## src/sv/sbpg_pkg.sv

```systemverilog
package sbpg_pkg;

  // bag geometry
  localparam int BAG_SIZE  = 7;
  localparam int PIECE_W   = 3;
  localparam int IDX_W     = $clog2(BAG_SIZE);
  localparam int LEFT_W    = $clog2(BAG_SIZE + 1);

  // generator and remainder unit
  localparam int GEN_W     = 32;
  localparam int MOD_BITS  = 8;
  localparam int MOD_STEPS = GEN_W / MOD_BITS;
  localparam int MSTEP_W   = $clog2(MOD_STEPS);
  localparam logic [GEN_W-1:0] SEED_RESET = 32'h1234_5678;

  // configuration port
  localparam int ADDR_W    = 3;
  localparam int DATA_W    = 32;
  localparam int REG_IDX_W = ADDR_W - 2;
  localparam logic [REG_IDX_W-1:0] REG_SEED = '0;

  typedef enum logic [3:0] {
    ST_IDLE,
    ST_FILL,
    ST_XS,
    ST_MOD,
    ST_RDJ,
    ST_WRI,
    ST_WRJ,
    ST_RDP,
    ST_OUT
  } state_t;

  // controller to datapath
  typedef struct packed {
    logic start_fill;
    logic start_serve;
    logic fill_wr;
    logic gen_step;
    logic mod_run;
    logic rdb_load;
    logic wr_i;
    logic wr_j;
    logic rda_pos;
    logic out_load;
  } cmd_t;

  // datapath to controller
  typedef struct packed {
    logic bag_empty;
    logic fill_last;
    logic mod_last;
    logic i_last;
    logic out_free;
  } status_t;

endpackage

```

## src/sv/shuffled_bag_piece_generator.sv

```systemverilog
// channel   | direction | handshake              | payload
// ----------+-----------+------------------------+---------------------------
// in_       | input     | in_valid / in_ready    | in_take
// out_      | output    | out_valid / out_ready  | out_piece, out_refilled
// apb       | input     | psel/penable/pwrite    | paddr, pwdata, prdata
//
// a request with pieces left in the bag: bag memory read, then result
// load into the output register
// a request on an empty bag: a fill of all BAG_SIZE entries, then per swap
// xorshift, remainder reduction a byte at a time, read, two writes through the
// single memory write port
// an idle tick is taken without leaving idle; in_ready is high only while idle
// reset clears generator to the seed reset value and empties the bag
// a stalled result holds in the output register; the next request is
// taken and worked on meanwhile and waits only to load its result
module shuffled_bag_piece_generator (
  input  logic                         clk,
  input  logic                         rst_n,
  input  logic                         in_valid,
  output logic                         in_ready,
  input  logic                         in_take,
  output logic                         out_valid,
  input  logic                         out_ready,
  output logic [sbpg_pkg::PIECE_W-1:0] out_piece,
  output logic                         out_refilled,
  input  logic                         psel,
  input  logic                         penable,
  input  logic                         pwrite,
  input  logic [sbpg_pkg::ADDR_W-1:0]  paddr,
  input  logic [sbpg_pkg::DATA_W-1:0]  pwdata,
  output logic [sbpg_pkg::DATA_W-1:0]  prdata,
  output logic                         pready
);

  sbpg_pkg::cmd_t    cmd;
  sbpg_pkg::status_t sts;

  // sequencer
  sbpg_ctrl u_ctrl (
    .clk      (clk),
    .rst_n    (rst_n),
    .in_valid (in_valid),
    .in_take  (in_take),
    .in_ready (in_ready),
    .sts      (sts),
    .cmd      (cmd)
  );

  // generator, bag memory and result register
  sbpg_dp u_dp (
    .clk          (clk),
    .rst_n        (rst_n),
    .cmd          (cmd),
    .sts          (sts),
    .psel         (psel),
    .penable      (penable),
    .pwrite       (pwrite),
    .paddr        (paddr),
    .pwdata       (pwdata),
    .prdata       (prdata),
    .pready       (pready),
    .out_valid    (out_valid),
    .out_ready    (out_ready),
    .out_piece    (out_piece),
    .out_refilled (out_refilled)
  );

endmodule

```

## src/sv/sbpg_ctrl.sv

```systemverilog
module sbpg_ctrl (
  input  logic              clk,
  input  logic              rst_n,
  input  logic              in_valid,
  input  logic              in_take,
  output logic              in_ready,
  input  sbpg_pkg::status_t sts,
  output sbpg_pkg::cmd_t    cmd
);

  sbpg_pkg::state_t state_r, state_nxt;

  // state register
  always_ff @(posedge clk) begin
    if (!rst_n) begin
      state_r <= sbpg_pkg::ST_IDLE;
    end else begin
      state_r <= state_nxt;
    end
  end

  // next state
  always_comb begin
    state_nxt = state_r;
    case (state_r)
      sbpg_pkg::ST_IDLE: begin
        if (in_valid && in_take) begin
          state_nxt = sts.bag_empty ? sbpg_pkg::ST_FILL : sbpg_pkg::ST_RDP;
        end
      end
      sbpg_pkg::ST_FILL: begin
        if (sts.fill_last) begin
          state_nxt = sbpg_pkg::ST_XS;
        end
      end
      sbpg_pkg::ST_XS:  state_nxt = sbpg_pkg::ST_MOD;
      sbpg_pkg::ST_MOD: begin
        if (sts.mod_last) begin
          state_nxt = sbpg_pkg::ST_RDJ;
        end
      end
      sbpg_pkg::ST_RDJ: state_nxt = sbpg_pkg::ST_WRI;
      sbpg_pkg::ST_WRI: state_nxt = sbpg_pkg::ST_WRJ;
      sbpg_pkg::ST_WRJ: begin
        state_nxt = sts.i_last ? sbpg_pkg::ST_RDP : sbpg_pkg::ST_XS;
      end
      sbpg_pkg::ST_RDP: state_nxt = sbpg_pkg::ST_OUT;
      sbpg_pkg::ST_OUT: begin
        if (sts.out_free) begin
          state_nxt = sbpg_pkg::ST_IDLE;
        end
      end
      default: state_nxt = sbpg_pkg::ST_IDLE;
    endcase
  end

  // command decode
  always_comb begin
    cmd      = '0;
    in_ready = 1'b0;
    case (state_r)
      sbpg_pkg::ST_IDLE: begin
        in_ready = 1'b1;
        if (in_valid && in_take) begin
          cmd.start_fill  = sts.bag_empty;
          cmd.start_serve = !sts.bag_empty;
        end
      end
      sbpg_pkg::ST_FILL: cmd.fill_wr  = 1'b1;
      sbpg_pkg::ST_XS:   cmd.gen_step = 1'b1;
      sbpg_pkg::ST_MOD:  cmd.mod_run  = 1'b1;
      sbpg_pkg::ST_RDJ:  cmd.rdb_load = 1'b1;
      sbpg_pkg::ST_WRI:  cmd.wr_i     = 1'b1;
      sbpg_pkg::ST_WRJ:  cmd.wr_j     = 1'b1;
      sbpg_pkg::ST_RDP:  cmd.rda_pos  = 1'b1;
      sbpg_pkg::ST_OUT:  cmd.out_load = sts.out_free;
      default: cmd = '0;
    endcase
  end

endmodule

```

## src/sv/sbpg_dp.sv

```systemverilog
module sbpg_dp (
  input  logic                         clk,
  input  logic                         rst_n,
  input  sbpg_pkg::cmd_t               cmd,
  output sbpg_pkg::status_t            sts,
  input  logic                         psel,
  input  logic                         penable,
  input  logic                         pwrite,
  input  logic [sbpg_pkg::ADDR_W-1:0]  paddr,
  input  logic [sbpg_pkg::DATA_W-1:0]  pwdata,
  output logic [sbpg_pkg::DATA_W-1:0]  prdata,
  output logic                         pready,
  output logic                         out_valid,
  input  logic                         out_ready,
  output logic [sbpg_pkg::PIECE_W-1:0] out_piece,
  output logic                         out_refilled
);

  localparam logic [sbpg_pkg::IDX_W-1:0]  IDX_LAST  = sbpg_pkg::IDX_W'(sbpg_pkg::BAG_SIZE - 1);
  localparam logic [sbpg_pkg::IDX_W-1:0]  IDX_ONE   = sbpg_pkg::IDX_W'(1);
  localparam logic [sbpg_pkg::LEFT_W-1:0] LEFT_FULL = sbpg_pkg::LEFT_W'(sbpg_pkg::BAG_SIZE);
  localparam logic [sbpg_pkg::MSTEP_W-1:0] MSTEP_LAST =
    sbpg_pkg::MSTEP_W'(sbpg_pkg::MOD_STEPS - 1);

  // one xorshift step
  function automatic logic [sbpg_pkg::GEN_W-1:0] xorshift(input logic [sbpg_pkg::GEN_W-1:0] x);
    logic [sbpg_pkg::GEN_W-1:0] y;
    y = x ^ (x << 13);
    y = y ^ (y >> 17);
    y = y ^ (y << 5);
    return y;
  endfunction

  logic [sbpg_pkg::PIECE_W-1:0] bag_mem [sbpg_pkg::BAG_SIZE];

  logic [sbpg_pkg::GEN_W-1:0]   seed_r, gen_r, gen_nxt;
  logic [sbpg_pkg::GEN_W-1:0]   div_r;
  logic [sbpg_pkg::IDX_W-1:0]   idx_r;
  logic [sbpg_pkg::IDX_W-1:0]   rem_r, rem_nxt;
  logic [sbpg_pkg::MSTEP_W-1:0] mstep_r;
  logic [sbpg_pkg::LEFT_W-1:0]  left_r;
  logic [sbpg_pkg::PIECE_W-1:0] rda_r, rdb_r;
  logic                         refill_r;
  logic                         out_valid_r;
  logic [sbpg_pkg::PIECE_W-1:0] out_piece_r;
  logic                         out_refilled_r;

  logic [sbpg_pkg::IDX_W:0]     modulus;
  logic [sbpg_pkg::IDX_W-1:0]   pos;
  logic [sbpg_pkg::LEFT_W-1:0]  pos_full;
  logic [sbpg_pkg::IDX_W-1:0]   rda_addr;
  logic                         wr_en;
  logic [sbpg_pkg::IDX_W-1:0]   wr_addr;
  logic [sbpg_pkg::PIECE_W-1:0] wr_data;
  logic                         seed_wr;
  logic [sbpg_pkg::REG_IDX_W-1:0] reg_idx;

  // register access
  assign reg_idx = paddr[sbpg_pkg::ADDR_W-1:2];
  assign seed_wr = psel && penable && pwrite && (reg_idx == sbpg_pkg::REG_SEED);
  assign pready  = 1'b1;
  assign prdata  = (reg_idx == sbpg_pkg::REG_SEED) ? seed_r : '0;

  always_ff @(posedge clk) begin
    if (!rst_n) begin
      seed_r <= sbpg_pkg::SEED_RESET;
    end else if (seed_wr) begin
      seed_r <= pwdata;
    end
  end

  // generator state, reloaded by a seed write
  assign gen_nxt = xorshift(gen_r);

  always_ff @(posedge clk) begin
    if (!rst_n) begin
      gen_r <= sbpg_pkg::SEED_RESET;
    end else if (seed_wr) begin
      gen_r <= pwdata;
    end else if (cmd.gen_step) begin
      gen_r <= gen_nxt;
    end
  end

  // remainder unit: restoring reduction, a byte of the value per cycle
  assign modulus = {1'b0, idx_r} + {{sbpg_pkg::IDX_W{1'b0}}, 1'b1};

  always_comb begin
    logic [sbpg_pkg::IDX_W:0] r;
    r = {1'b0, rem_r};
    for (int k = 0; k < sbpg_pkg::MOD_BITS; k++) begin
      r = {r[sbpg_pkg::IDX_W-1:0], div_r[sbpg_pkg::GEN_W-1-k]};
      if (r >= modulus) begin
        r = r - modulus;
      end
    end
    rem_nxt = r[sbpg_pkg::IDX_W-1:0];
  end

  always_ff @(posedge clk) begin
    if (cmd.gen_step) begin
      div_r   <= gen_nxt;
      rem_r   <= '0;
      mstep_r <= '0;
    end else if (cmd.mod_run) begin
      div_r   <= div_r << sbpg_pkg::MOD_BITS;
      rem_r   <= rem_nxt;
      mstep_r <= mstep_r + sbpg_pkg::MSTEP_W'(1);
    end
  end

  // entry index: fill sweep, then shuffle position counting down
  always_ff @(posedge clk) begin
    if (cmd.start_fill) begin
      idx_r <= '0;
    end else if (cmd.fill_wr && (idx_r != IDX_LAST)) begin
      idx_r <= idx_r + IDX_ONE;
    end else if (cmd.wr_j && (idx_r != IDX_ONE)) begin
      idx_r <= idx_r - IDX_ONE;
    end
  end

  // pieces left in the bag
  always_ff @(posedge clk) begin
    if (!rst_n) begin
      left_r <= '0;
    end else if (cmd.wr_j && (idx_r == IDX_ONE)) begin
      left_r <= LEFT_FULL;
    end else if (cmd.out_load) begin
      left_r <= left_r - sbpg_pkg::LEFT_W'(1);
    end
  end

  always_ff @(posedge clk) begin
    if (cmd.start_fill) begin
      refill_r <= 1'b1;
    end else if (cmd.start_serve) begin
      refill_r <= 1'b0;
    end
  end

  // bag memory: one write port, two registered read ports
  assign pos_full = LEFT_FULL - left_r;
  assign pos      = pos_full[sbpg_pkg::IDX_W-1:0];
  assign rda_addr = cmd.rda_pos ? pos : idx_r;

  always_comb begin
    wr_en   = cmd.fill_wr || cmd.wr_i || cmd.wr_j;
    wr_addr = idx_r;
    wr_data = sbpg_pkg::PIECE_W'(idx_r);
    if (cmd.wr_i) begin
      wr_data = rdb_r;
    end else if (cmd.wr_j) begin
      wr_addr = rem_r;
      wr_data = rda_r;
    end
  end

  always_ff @(posedge clk) begin
    if (wr_en) begin
      bag_mem[wr_addr] <= wr_data;
    end
    if (cmd.gen_step || cmd.rda_pos) begin
      rda_r <= bag_mem[rda_addr];
    end
    if (cmd.rdb_load) begin
      rdb_r <= bag_mem[rem_r];
    end
  end

  // result register
  always_ff @(posedge clk) begin
    if (!rst_n) begin
      out_valid_r <= 1'b0;
    end else if (cmd.out_load) begin
      out_valid_r <= 1'b1;
    end else if (out_ready) begin
      out_valid_r <= 1'b0;
    end
  end

  always_ff @(posedge clk) begin
    if (cmd.out_load) begin
      out_piece_r    <= rda_r;
      out_refilled_r <= refill_r;
    end
  end

  assign out_valid    = out_valid_r;
  assign out_piece    = out_piece_r;
  assign out_refilled = out_refilled_r;

  // status
  assign sts.bag_empty = (left_r == '0);
  assign sts.fill_last = (idx_r == IDX_LAST);
  assign sts.mod_last  = (mstep_r == MSTEP_LAST);
  assign sts.i_last    = (idx_r == IDX_ONE);
  assign sts.out_free  = !out_valid_r || out_ready;

endmodule
```

## config.mk

```make
export PLATFORM = sky130hd
export DESIGN_NAME = shuffled_bag_piece_generator
export DESIGN_NICKNAME = d
export VERILOG_FILES = /design/src/sv/sbpg_pkg.sv /design/src/sv/shuffled_bag_piece_generator.sv /design/src/sv/sbpg_ctrl.sv /design/src/sv/sbpg_dp.sv
export SDC_FILE = /design/constraint.sdc
export NUM_CORES = 1
export LEC_CHECK = 0
export ABC_AREA = 1
export BUFFER_PORTS_ARGS = -buffer_cell sky130_fd_sc_hd__buf_2
export CAP_MARGIN = 10
export CORE_UTILIZATION = 30
export CTS_CLUSTER_SIZE = 14
export DETAILED_ROUTE_END_ITERATION = 7
export GPL_TIMING_DRIVEN = 0
export PLACE_DENSITY = 0.56
export SLEW_MARGIN = 15
export SYNTH_ARGS = -nofsm -noshare
export SYNTH_HDL_FRONTEND = slang
export SYNTH_SLANG_ARGS = --single-unit
```

## constraint.sdc

```tcl
create_clock -name clk -period 9.75 [get_ports clk]
set_input_delay 0.4875 -clock clk [delete_from_list [all_inputs] [get_ports clk]]
set_output_delay 0.4875 -clock clk [all_outputs]
set_load 0.01 [all_outputs]
```

==> results.toml, run 1 <==
[critical_path]
cp_max_fo = 6
path_common_cell = "nand2_1"
required_ns = 10.06
critPathKind = "register to register"
cpPeakStageDelay_ns = 0.41
crit_path_start_kind = "register"
critPathSlowestCell = "dfxtp_2"
worst_setup_path_end_kind = "register"
arrival_ns = 9.52

[sta]
drv_slew = 0
finalCriticalPeriod_ns = 9.21
finalHoldViolCount = 0
setup_viol = 0
fin_crit_sh_pct = 94.4
slew_headroom_pct = 45.0
fin_worst_skew_ns = 0.00918
fmax_mhz = 109
setup_tns_ns = 0
worst_slew_pin_slew_ns = 0.821

[cells_and_area]
layout-drive-gt1-share_pct = 19.1
area_growth_syn_to_layout_pct = 19.9
fill_cells = 2799
nets = 1216
antenna_cells = 0

[route]
drt_iter0_markers = 442
viasPerCell = 4.72
drc_errors = 0
final_antenna_net_count = 0
drt-total-wl_um = 22400
vias = 7018
first_pass_iters = 5
wl_per_cell_um = 15.0

[synthesis]
ys_seq_area_share_pct = 42.3
ys_warn_count = 0
synth_top_area_cell = "edfxtp_1"
synth_cell_type_count = 50
async_flop_share_pct = 0
syn_avg_cell_area_um2 = 8.12
syn_inst = 1023
yosysMostFrequentCell = "nand2_1"
yosys-top-cells-area = "edfxtp_1, dfxtp_1, nand2_1"
yosys_most_used_dff = "dfxtp_1"
synth_area_mm2 = 0.00831
synthTopCellsByCount = "nand2_1, inv_1, nor2_1"
synth_nets = 1107
synth-seq-cells = 144
synth-edff-count = 63
netlist.area_leader.share_pct = 22.8

[die]
die_w_um = 168
initial_utilization_pct = 30.7
io_pins = 82
dieArea_mm2 = 0.0284
rows = 60
chipHeight_um = 168
core_area_mm2 = 0.0270

[clocking]
htreeDepth = 4
clkLatencyLatePin_ns = 0.42
cts.path.max_buffers = 2
clk_pin_slew_ns = 0.06
cts_sinks = 144
numCtsBuffers = 17
ctsHoldBuffers = 0
cts_root_buf = "clkbuf_16"
cts_tree = "built"

[global_routing]
antenna_found_initial = 0
first_global_vias = 6724
grt-ovfl-total = 0
grt_pass1_wl_um = 35500
grtUsageTotal_pct = 16.0
grt_max_degree = 30

[flow_run]
drv_cap = 0

[run_status]
status = "complete, no violations"

[placed_design]
dp_hpwl_um = 17400
port_buffers = 77
gp_congestion = 0.866

[hold_path]
min_path_type = "input port to register"
==> timing repair <==
| action | CTS | global route |
|---|---|---|
| endpoints found under the setup margin | 3 | 3 |
| gates resized for setup | 15 | 20 |
| buffers inserted | 7 | 5 |
| pin swaps | 5 | 12 |
==> worst max-delay path, delay by kind of cell, from the launching register on <==
family / cells / cell delay [ns]
mux: 1 / 0.38
buf+inv: 8 / 0.57
simple gates: 26 / 2.25
fa+ha+maj: 9 / 2.95
compound gates: 15 / 2.54
flops: 1 / 0.41
==> cells by family (layout without fill, tap and decap cells) <==
logic type / count (synthesis) / in the layout / share of synthesized area [%]
compound gates: 163 / 163 / 12.1
xor+xnor: 63 / 63 / 6.64
flops: 144 / 144 / 42.3
mux: 4 / 4 / 0.512
other cells: 1 / 1 / 0.0452
buf+inv: 181 / 303 / 8.39
fa+ha+maj: 41 / 41 / 6.90
simple gates: 426 / 426 / 23.1
==> cell type report <==
type                    instances  area (um^2)  share of cell area [%]
plain buffers                  37          154                    1.55
clock buffers                  20          459                    4.61
clock inverters                12          130                    1.31
inverters                     144          551                    5.53
multi-input cells             698         4220                    42.4
flip-flops and latches        144         3520                    35.4
well taps                     341          427                    4.29
repair buffers                 90          495                    4.98
==> per-stage QoR <==
stage,hold WS (ns),std cells,util (%),cell area [um^2],worst slack [ns]
6_report,0.334,1486,36.8,9950,0.542
2_1_floorplan,0.402,1023,-,8310,0.131
5_1_grt,0.350,1486,36.8,9950,-0.0390
3_5_place_dp,0.409,1442,33.8,9150,-1.21
3_3_place_gp,0.412,1441,33.7,9120,-1.12
4_1_cts,0.318,1481,36.4,9840,0.00418
==> cells in the final DEF (no fill, tap or decap), drive strengths merged, types with 4 or more instances in the layout <==
cell,synthesis,final
inv,143,145
o21ai,50,50
o2111ai,6,6
edfxtp,63,63
fa,8,8
o211ai,14,14
nand4,8,8
o221ai,4,4
nand2,259,259
buf,7,97
nor2,99,99
clkinvlp,0,4
clkbuf,30,50
a221oi,5,5
a21oi,49,49
xor2,27,27
or2,10,10
dfxtp,81,81
xnor2,36,36
clkinv,1,5
ha,33,33
a31oi,14,14
nand3,43,43
o21a,6,6
==> state kept, by name, summed over array words and instances, names as in the netlist, 3 cells and up <==
signal	count
u_dp.idx_r	3
u_dp.out_piece	3
u_dp.gen_r	32
u_dp.rem_r	3
u_dp.bag_mem	21
u_dp.div_r	32
u_dp.rda_r	3
u_dp.left_r	3
u_ctrl.state_r	4
u_dp.rdb_r	3
u_dp.seed_r	32
==> final timing paths <==
path	startpoint	end	slack, ns	depth (start not counted)
setup reg to reg	u_dp.idx_r[1]	u_dp.rem_r[2]	0.54	59
setup / recovery	u_dp.idx_r[1]	u_dp.rem_r[2]	0.54	59
hold / removal	pwdata[6]	u_dp.seed_r[6]	0.33	3
hold reg to reg	u_dp.refill_r	u_dp.out_refilled	0.43	0
==> layer usage <==
layer / up-vias / wire [um] / track usage [%]
met3: 34 / 997 / 1.93
met1: 3227 / 10500 / 21.3
met5: - / 0 / 0
li1: 3546 / - / -
met4: 0 / 401 / 4.86
met2: 211 / 10400 / 26.9
Power of run 1 is left out: the tool's default activity adds up to more than one toggle a clock period on the data nets, which glitch-free logic cannot reach.
==> run 2: changes to the inputs <==
--- a/config.mk
+++ b/config.mk
@@ -8,11 +8,11 @@
 export ABC_AREA = 1
 export BUFFER_PORTS_ARGS = -buffer_cell sky130_fd_sc_hd__buf_2
 export CAP_MARGIN = 10
-export CORE_UTILIZATION = 30
+export CORE_UTILIZATION = 35
 export CTS_CLUSTER_SIZE = 14
 export DETAILED_ROUTE_END_ITERATION = 7
 export GPL_TIMING_DRIVEN = 0
-export PLACE_DENSITY = 0.56
+export PLACE_DENSITY = 0.62
 export SLEW_MARGIN = 15
 export SYNTH_ARGS = -nofsm -noshare
 export SYNTH_HDL_FRONTEND = slang
==> run 2 against run 1 <==
  * Setup slack worse by 0.086 ns
  * Design area hardly changed
  * First-iteration DRC count is 14% lower
  * Wire length is 1.1% lower
  * Sequential share of layout area hardly changed
  * Via count is 1.3% higher
  * Cell count is 1.5% lower
  * Critical endpoint is now u_dp.rem_r[0]
  * Non-clock buffer count stayed put
==> results.toml, run 2 (synthesis gave the netlist of run 1 again) <==
[critical_path]
critPathKind = "register to register"
crit_path_start_kind = "register"
cp_max_fo = 5
arrival_ns = 9.60
cpPeakStageDelay_ns = 0.40
worst_setup_path_end_kind = "register"
required_ns = 10.06
critPathSlowestCell = "fa_2"

[placed_design]
port_buffers = 77
dp_hpwl_um = 16800
gp_congestion = 0.920
place_inst = 1420
place_ws_ns = -1.26

[clocking]
cts_sinks = 144
cts_root_buf = "clkbuf_16"
clkLatencyLatePin_ns = 0.42
clk_pin_slew_ns = 0.06
cts.path.max_buffers = 2
htreeDepth = 4
cts_tree = "built"
numCtsBuffers = 17

[sta]
fin_hold_ws_ns = 0.320
fin_crit_sh_pct = 95.3
fin_worst_skew_ns = 0.00923
setup_slack_ns = 0.456
setup_viol = 0
finalHoldViolCount = 0
worst_slew_pin_slew_ns = 0.793
slew_headroom_pct = 47.0
drv_slew = 0
finalCriticalPeriod_ns = 9.29
fmax_mhz = 108

[cells_and_area]
final_util_pct = 42.6
seq_area_mm2 = 0.00352
antenna_cells = 0
fill_cells = 2377
nets = 1216
multi_input_area_mm2 = 0.00423
area_growth_syn_to_layout_pct = 19.9
final_cells = 1463
layout-drive-gt1-share_pct = 19.2
layout_commonest_cell = "nand2_1"
final_cell_mix = "nand2_1, inv_1, nor2_1"
reg_top3 = "u_dp.div_r x32, u_dp.gen_r x32, u_dp.seed_r x32"

[route]
drt_iter0_markers = 382
first_pass_iters = 5
wl_per_cell_um = 15.1
drt-total-wl_um = 22100
viasPerCell = 4.86
drc_errors = 0
vias = 7109
final_antenna_net_count = 0

[run_status]
status = "complete, no violations"

[global_routing]
grt_pass1_wl_um = 35100
antenna_found_initial = 0
grt_max_degree = 24
grt-ovfl-total = 0
grtUsageTotal_pct = 18.7
first_global_vias = 6785

[flow_run]
drv_cap = 0

[die]
core_area_mm2 = 0.0234
initial_utilization_pct = 35.5
die_w_um = 156
io_pins = 82
rows = 56
dieArea_mm2 = 0.0244
chipHeight_um = 156

[hold_path]
min_path_type = "input port to register"
==> run 2: worst paths after layout <==
check | slack, ns | to | depth (start not counted) | startpoint
worst max-delay path | 0.46 | u_dp.rem_r[0] | 57 | u_dp.idx_r[0]
worst min-delay path | 0.32 | u_dp.gen_r[21] | 3 | pwdata[21]
worst max register to register | 0.46 | u_dp.rem_r[0] | 57 | u_dp.idx_r[0]
worst min register to register | 0.45 | u_dp.out_refilled | 0 | u_dp.refill_r
==> run 2: area by class of cell <==
class / instances / area share [%]
buffer: 37 / 1.55
clock buffer: 28 / 5.84
clock inverter: 3 / 0.151
inverter: 144 / 5.53
multi-input combinational: 698 / 42.5
sequential: 144 / 35.4
tap: 319 / 4.01
timing repair buffer: 90 / 5.05
==> run 2: critical path, delay by kind of cell, from the launching register on <==
family / cells / cell delay [ns]
adder cells (fa/ha/maj): 9 / 2.87
AND/OR/NAND/NOR: 26 / 2.21
multiplexers: 2 / 0.67
AO/OA/AOI/OAI: 13 / 2.48
flip-flops: 1 / 0.38
buffers and inverters: 7 / 0.54
==> run 2: metrics by stage <==
stage	cell area, um^2	TNS [ns]
6_report	9960	0
4_1_cts	9810	0
3_3_place_gp	9090	-3.15
3_5_place_dp	9130	-3.76
2_1_floorplan	8310	0
5_1_grt	9960	-0.114
==> run 2: what timing repair did <==
action                                 4_1_cts  5_1_grt
endpoints found under the hold margin        0        0
buffers inserted                             5        7
setup endpoints to repair                    3        3
gates resized for setup                     17       25
hold buffers                                 0        0
pin swaps                                    4       16
==> run 2: metal layers <==
| layer | track usage, % | share of wire, % |
|---|---|---|
| met3 | 3.08 | 5.1 |
| met5 | 0 | 0 |
| met1 | 23.5 | 44 |
| met2 | 31.8 | 48 |
| met4 | 7.33 | 2.5 |
Power of run 2 is left out for the same reason.
==> run 3: changes to the inputs <==
--- a/config.mk
+++ b/config.mk
@@ -8,11 +8,11 @@
 export ABC_AREA = 1
 export BUFFER_PORTS_ARGS = -buffer_cell sky130_fd_sc_hd__buf_2
 export CAP_MARGIN = 10
-export CORE_UTILIZATION = 35
+export CORE_UTILIZATION = 54
 export CTS_CLUSTER_SIZE = 14
 export DETAILED_ROUTE_END_ITERATION = 7
 export GPL_TIMING_DRIVEN = 0
-export PLACE_DENSITY = 0.62
+export PLACE_DENSITY = 0.85
 export SLEW_MARGIN = 15
 export SYNTH_ARGS = -nofsm -noshare
 export SYNTH_HDL_FRONTEND = slang
==> run 3 against run 2 <==
  * Sequential share of layout area rose by 0.90 points
  * Maximum frequency rose by 1.2%
  * Via count rose by 2.3%
  * Non-clock buffer count fell by 2
  * Register-to-register slack improved by 0.11 ns
  * Setup slack improved by 0.11 ns
  * Global-route usage rose by 9.0 points
  * Wire length fell by 4.9%
  * Hold slack got worse by 0.022 ns
  * Die area fell by 35%
==> results.toml, run 3 (synthesis gave the netlist of run 1 again) <==
[sta]
slew_headroom_pct = 42.3
fin_worst_skew_ns = 0.00801
worst_slew_pin_slew_ns = 0.856
fmax_mhz = 109
finalHoldViolCount = 0
finalCriticalPeriod_ns = 9.18
fin_crit_sh_pct = 94.2
drv_slew = 0
setup_tns_ns = 0
setup_viol = 0
fin_hold_ws_ns = 0.297

[critical_path]
worst_setup_path_end_kind = "register"
cp_max_fo = 6
required_ns = 10.07
critPathSlowestCell = "fa_1"
cpPeakStageDelay_ns = 0.46
crit_path_start_kind = "register"
critPathKind = "register to register"
arrival_ns = 9.51
rrSetupSlack_ns = 0.57

[route]
viasPerCell = 5.48
vias = 7275
drt_iter0_markers = 624
drt-total-wl_um = 21000
wl_per_cell_um = 15.8
drc_errors = 0
final_antenna_net_count = 0
first_pass_iters = 5

[die]
chipHeight_um = 126
io_pins = 82
initial_utilization_pct = 56.3
core_area_mm2 = 0.0148
dieArea_mm2 = 0.0159
die_w_um = 126
rows = 44

[cells_and_area]
reg_top3 = "u_dp.div_r x32, u_dp.gen_r x32, u_dp.seed_r x32"
nets = 1214
final_cell_mix = "nand2_1, inv_1, nor2_1"
final_cells = 1327
layout-drive-gt1-share_pct = 18.6
antenna_cells = 0
fill_cells = 1167
layout_commonest_cell = "nand2_1"
area_growth_syn_to_layout_pct = 16.8

[placed_design]
gp_congestion = 0.946
place_inst = 1285
dp_hpwl_um = 15500
port_buffers = 77

[run_status]
status = "complete, no violations"

[clocking]
cts.path.max_buffers = 2
cts_sinks = 144
cts_root_buf = "clkbuf_16"
numCtsBuffers = 17
cts_tree = "built"
htreeDepth = 4
clk_pin_slew_ns = 0.06
clkLatencyLatePin_ns = 0.43

[global_routing]
grtUsageTotal_pct = 27.7
grt_max_degree = 32
antenna_found_initial = 0
grt-ovfl-total = 0
first_global_vias = 6954
grt_pass1_wl_um = 34400

[hold_path]
min_path_type = "input port to register"

[flow_run]
drv_cap = 0
-- run 3: layer usage --
layer	routed length (um)	track usage (%)
met1	8720	34.3
met2	10100	46.2
met3	1500	5.14
met4	720	14.2
met5	0	0
-- run 3: worst max-delay path, delay by kind of cell (launching register included) --
family | cells | cell delay (ns)
AOI/OAI and AO/OA | 13 | 2.18
adders and majority gates | 9 | 3.03
buffers and inverters | 8 | 0.65
DFF | 1 | 0.37
muxes | 2 | 0.70
and+or+nand+nor | 24 | 2.13
-- run 3: through the flow --
step	util, %	worst slack [ns]	instance area, um^2
after floorplan	-	0.131	8310
after global placement	60.5	-0.866	8920
after detailed placement	60.7	-1.10	8950
after CTS	65.1	0.0504	9600
after global routing	65.7	-0.0313	9700
final	65.7	0.566	9700
-- run 3: repair_timing --
action,in CTS,in global routing
gates resized for setup,14,20
pin swaps,4,10
setup buffers,5,5
hold buffers,0,0
setup endpoints to repair,3,3
-- run 3: cell type report --
type                    count  area [um^2]  area share [%]
multi-input cells         698         4200            43.3
flip-flops and latches    144         3520            36.3
inverters                 144          551            5.68
repair buffers             88          480            4.95
clock buffers              18          429            4.42
well taps                 184          230            2.37
plain buffers              37          154            1.59
clock inverters            14          139            1.43
-- run 3: path summary, 6_finish.rpt --
path,from,endpoint,depth (start not counted)
worst max-delay path,u_dp.idx_r[0],u_dp.rem_r[0],56
worst min-delay path,pwdata[21],u_dp.gen_r[21],3
worst max register to register,u_dp.idx_r[0],u_dp.rem_r[0],56
worst min register to register,u_dp.refill_r,u_dp.out_refilled,0
Power of run 3 is left out for the same reason.
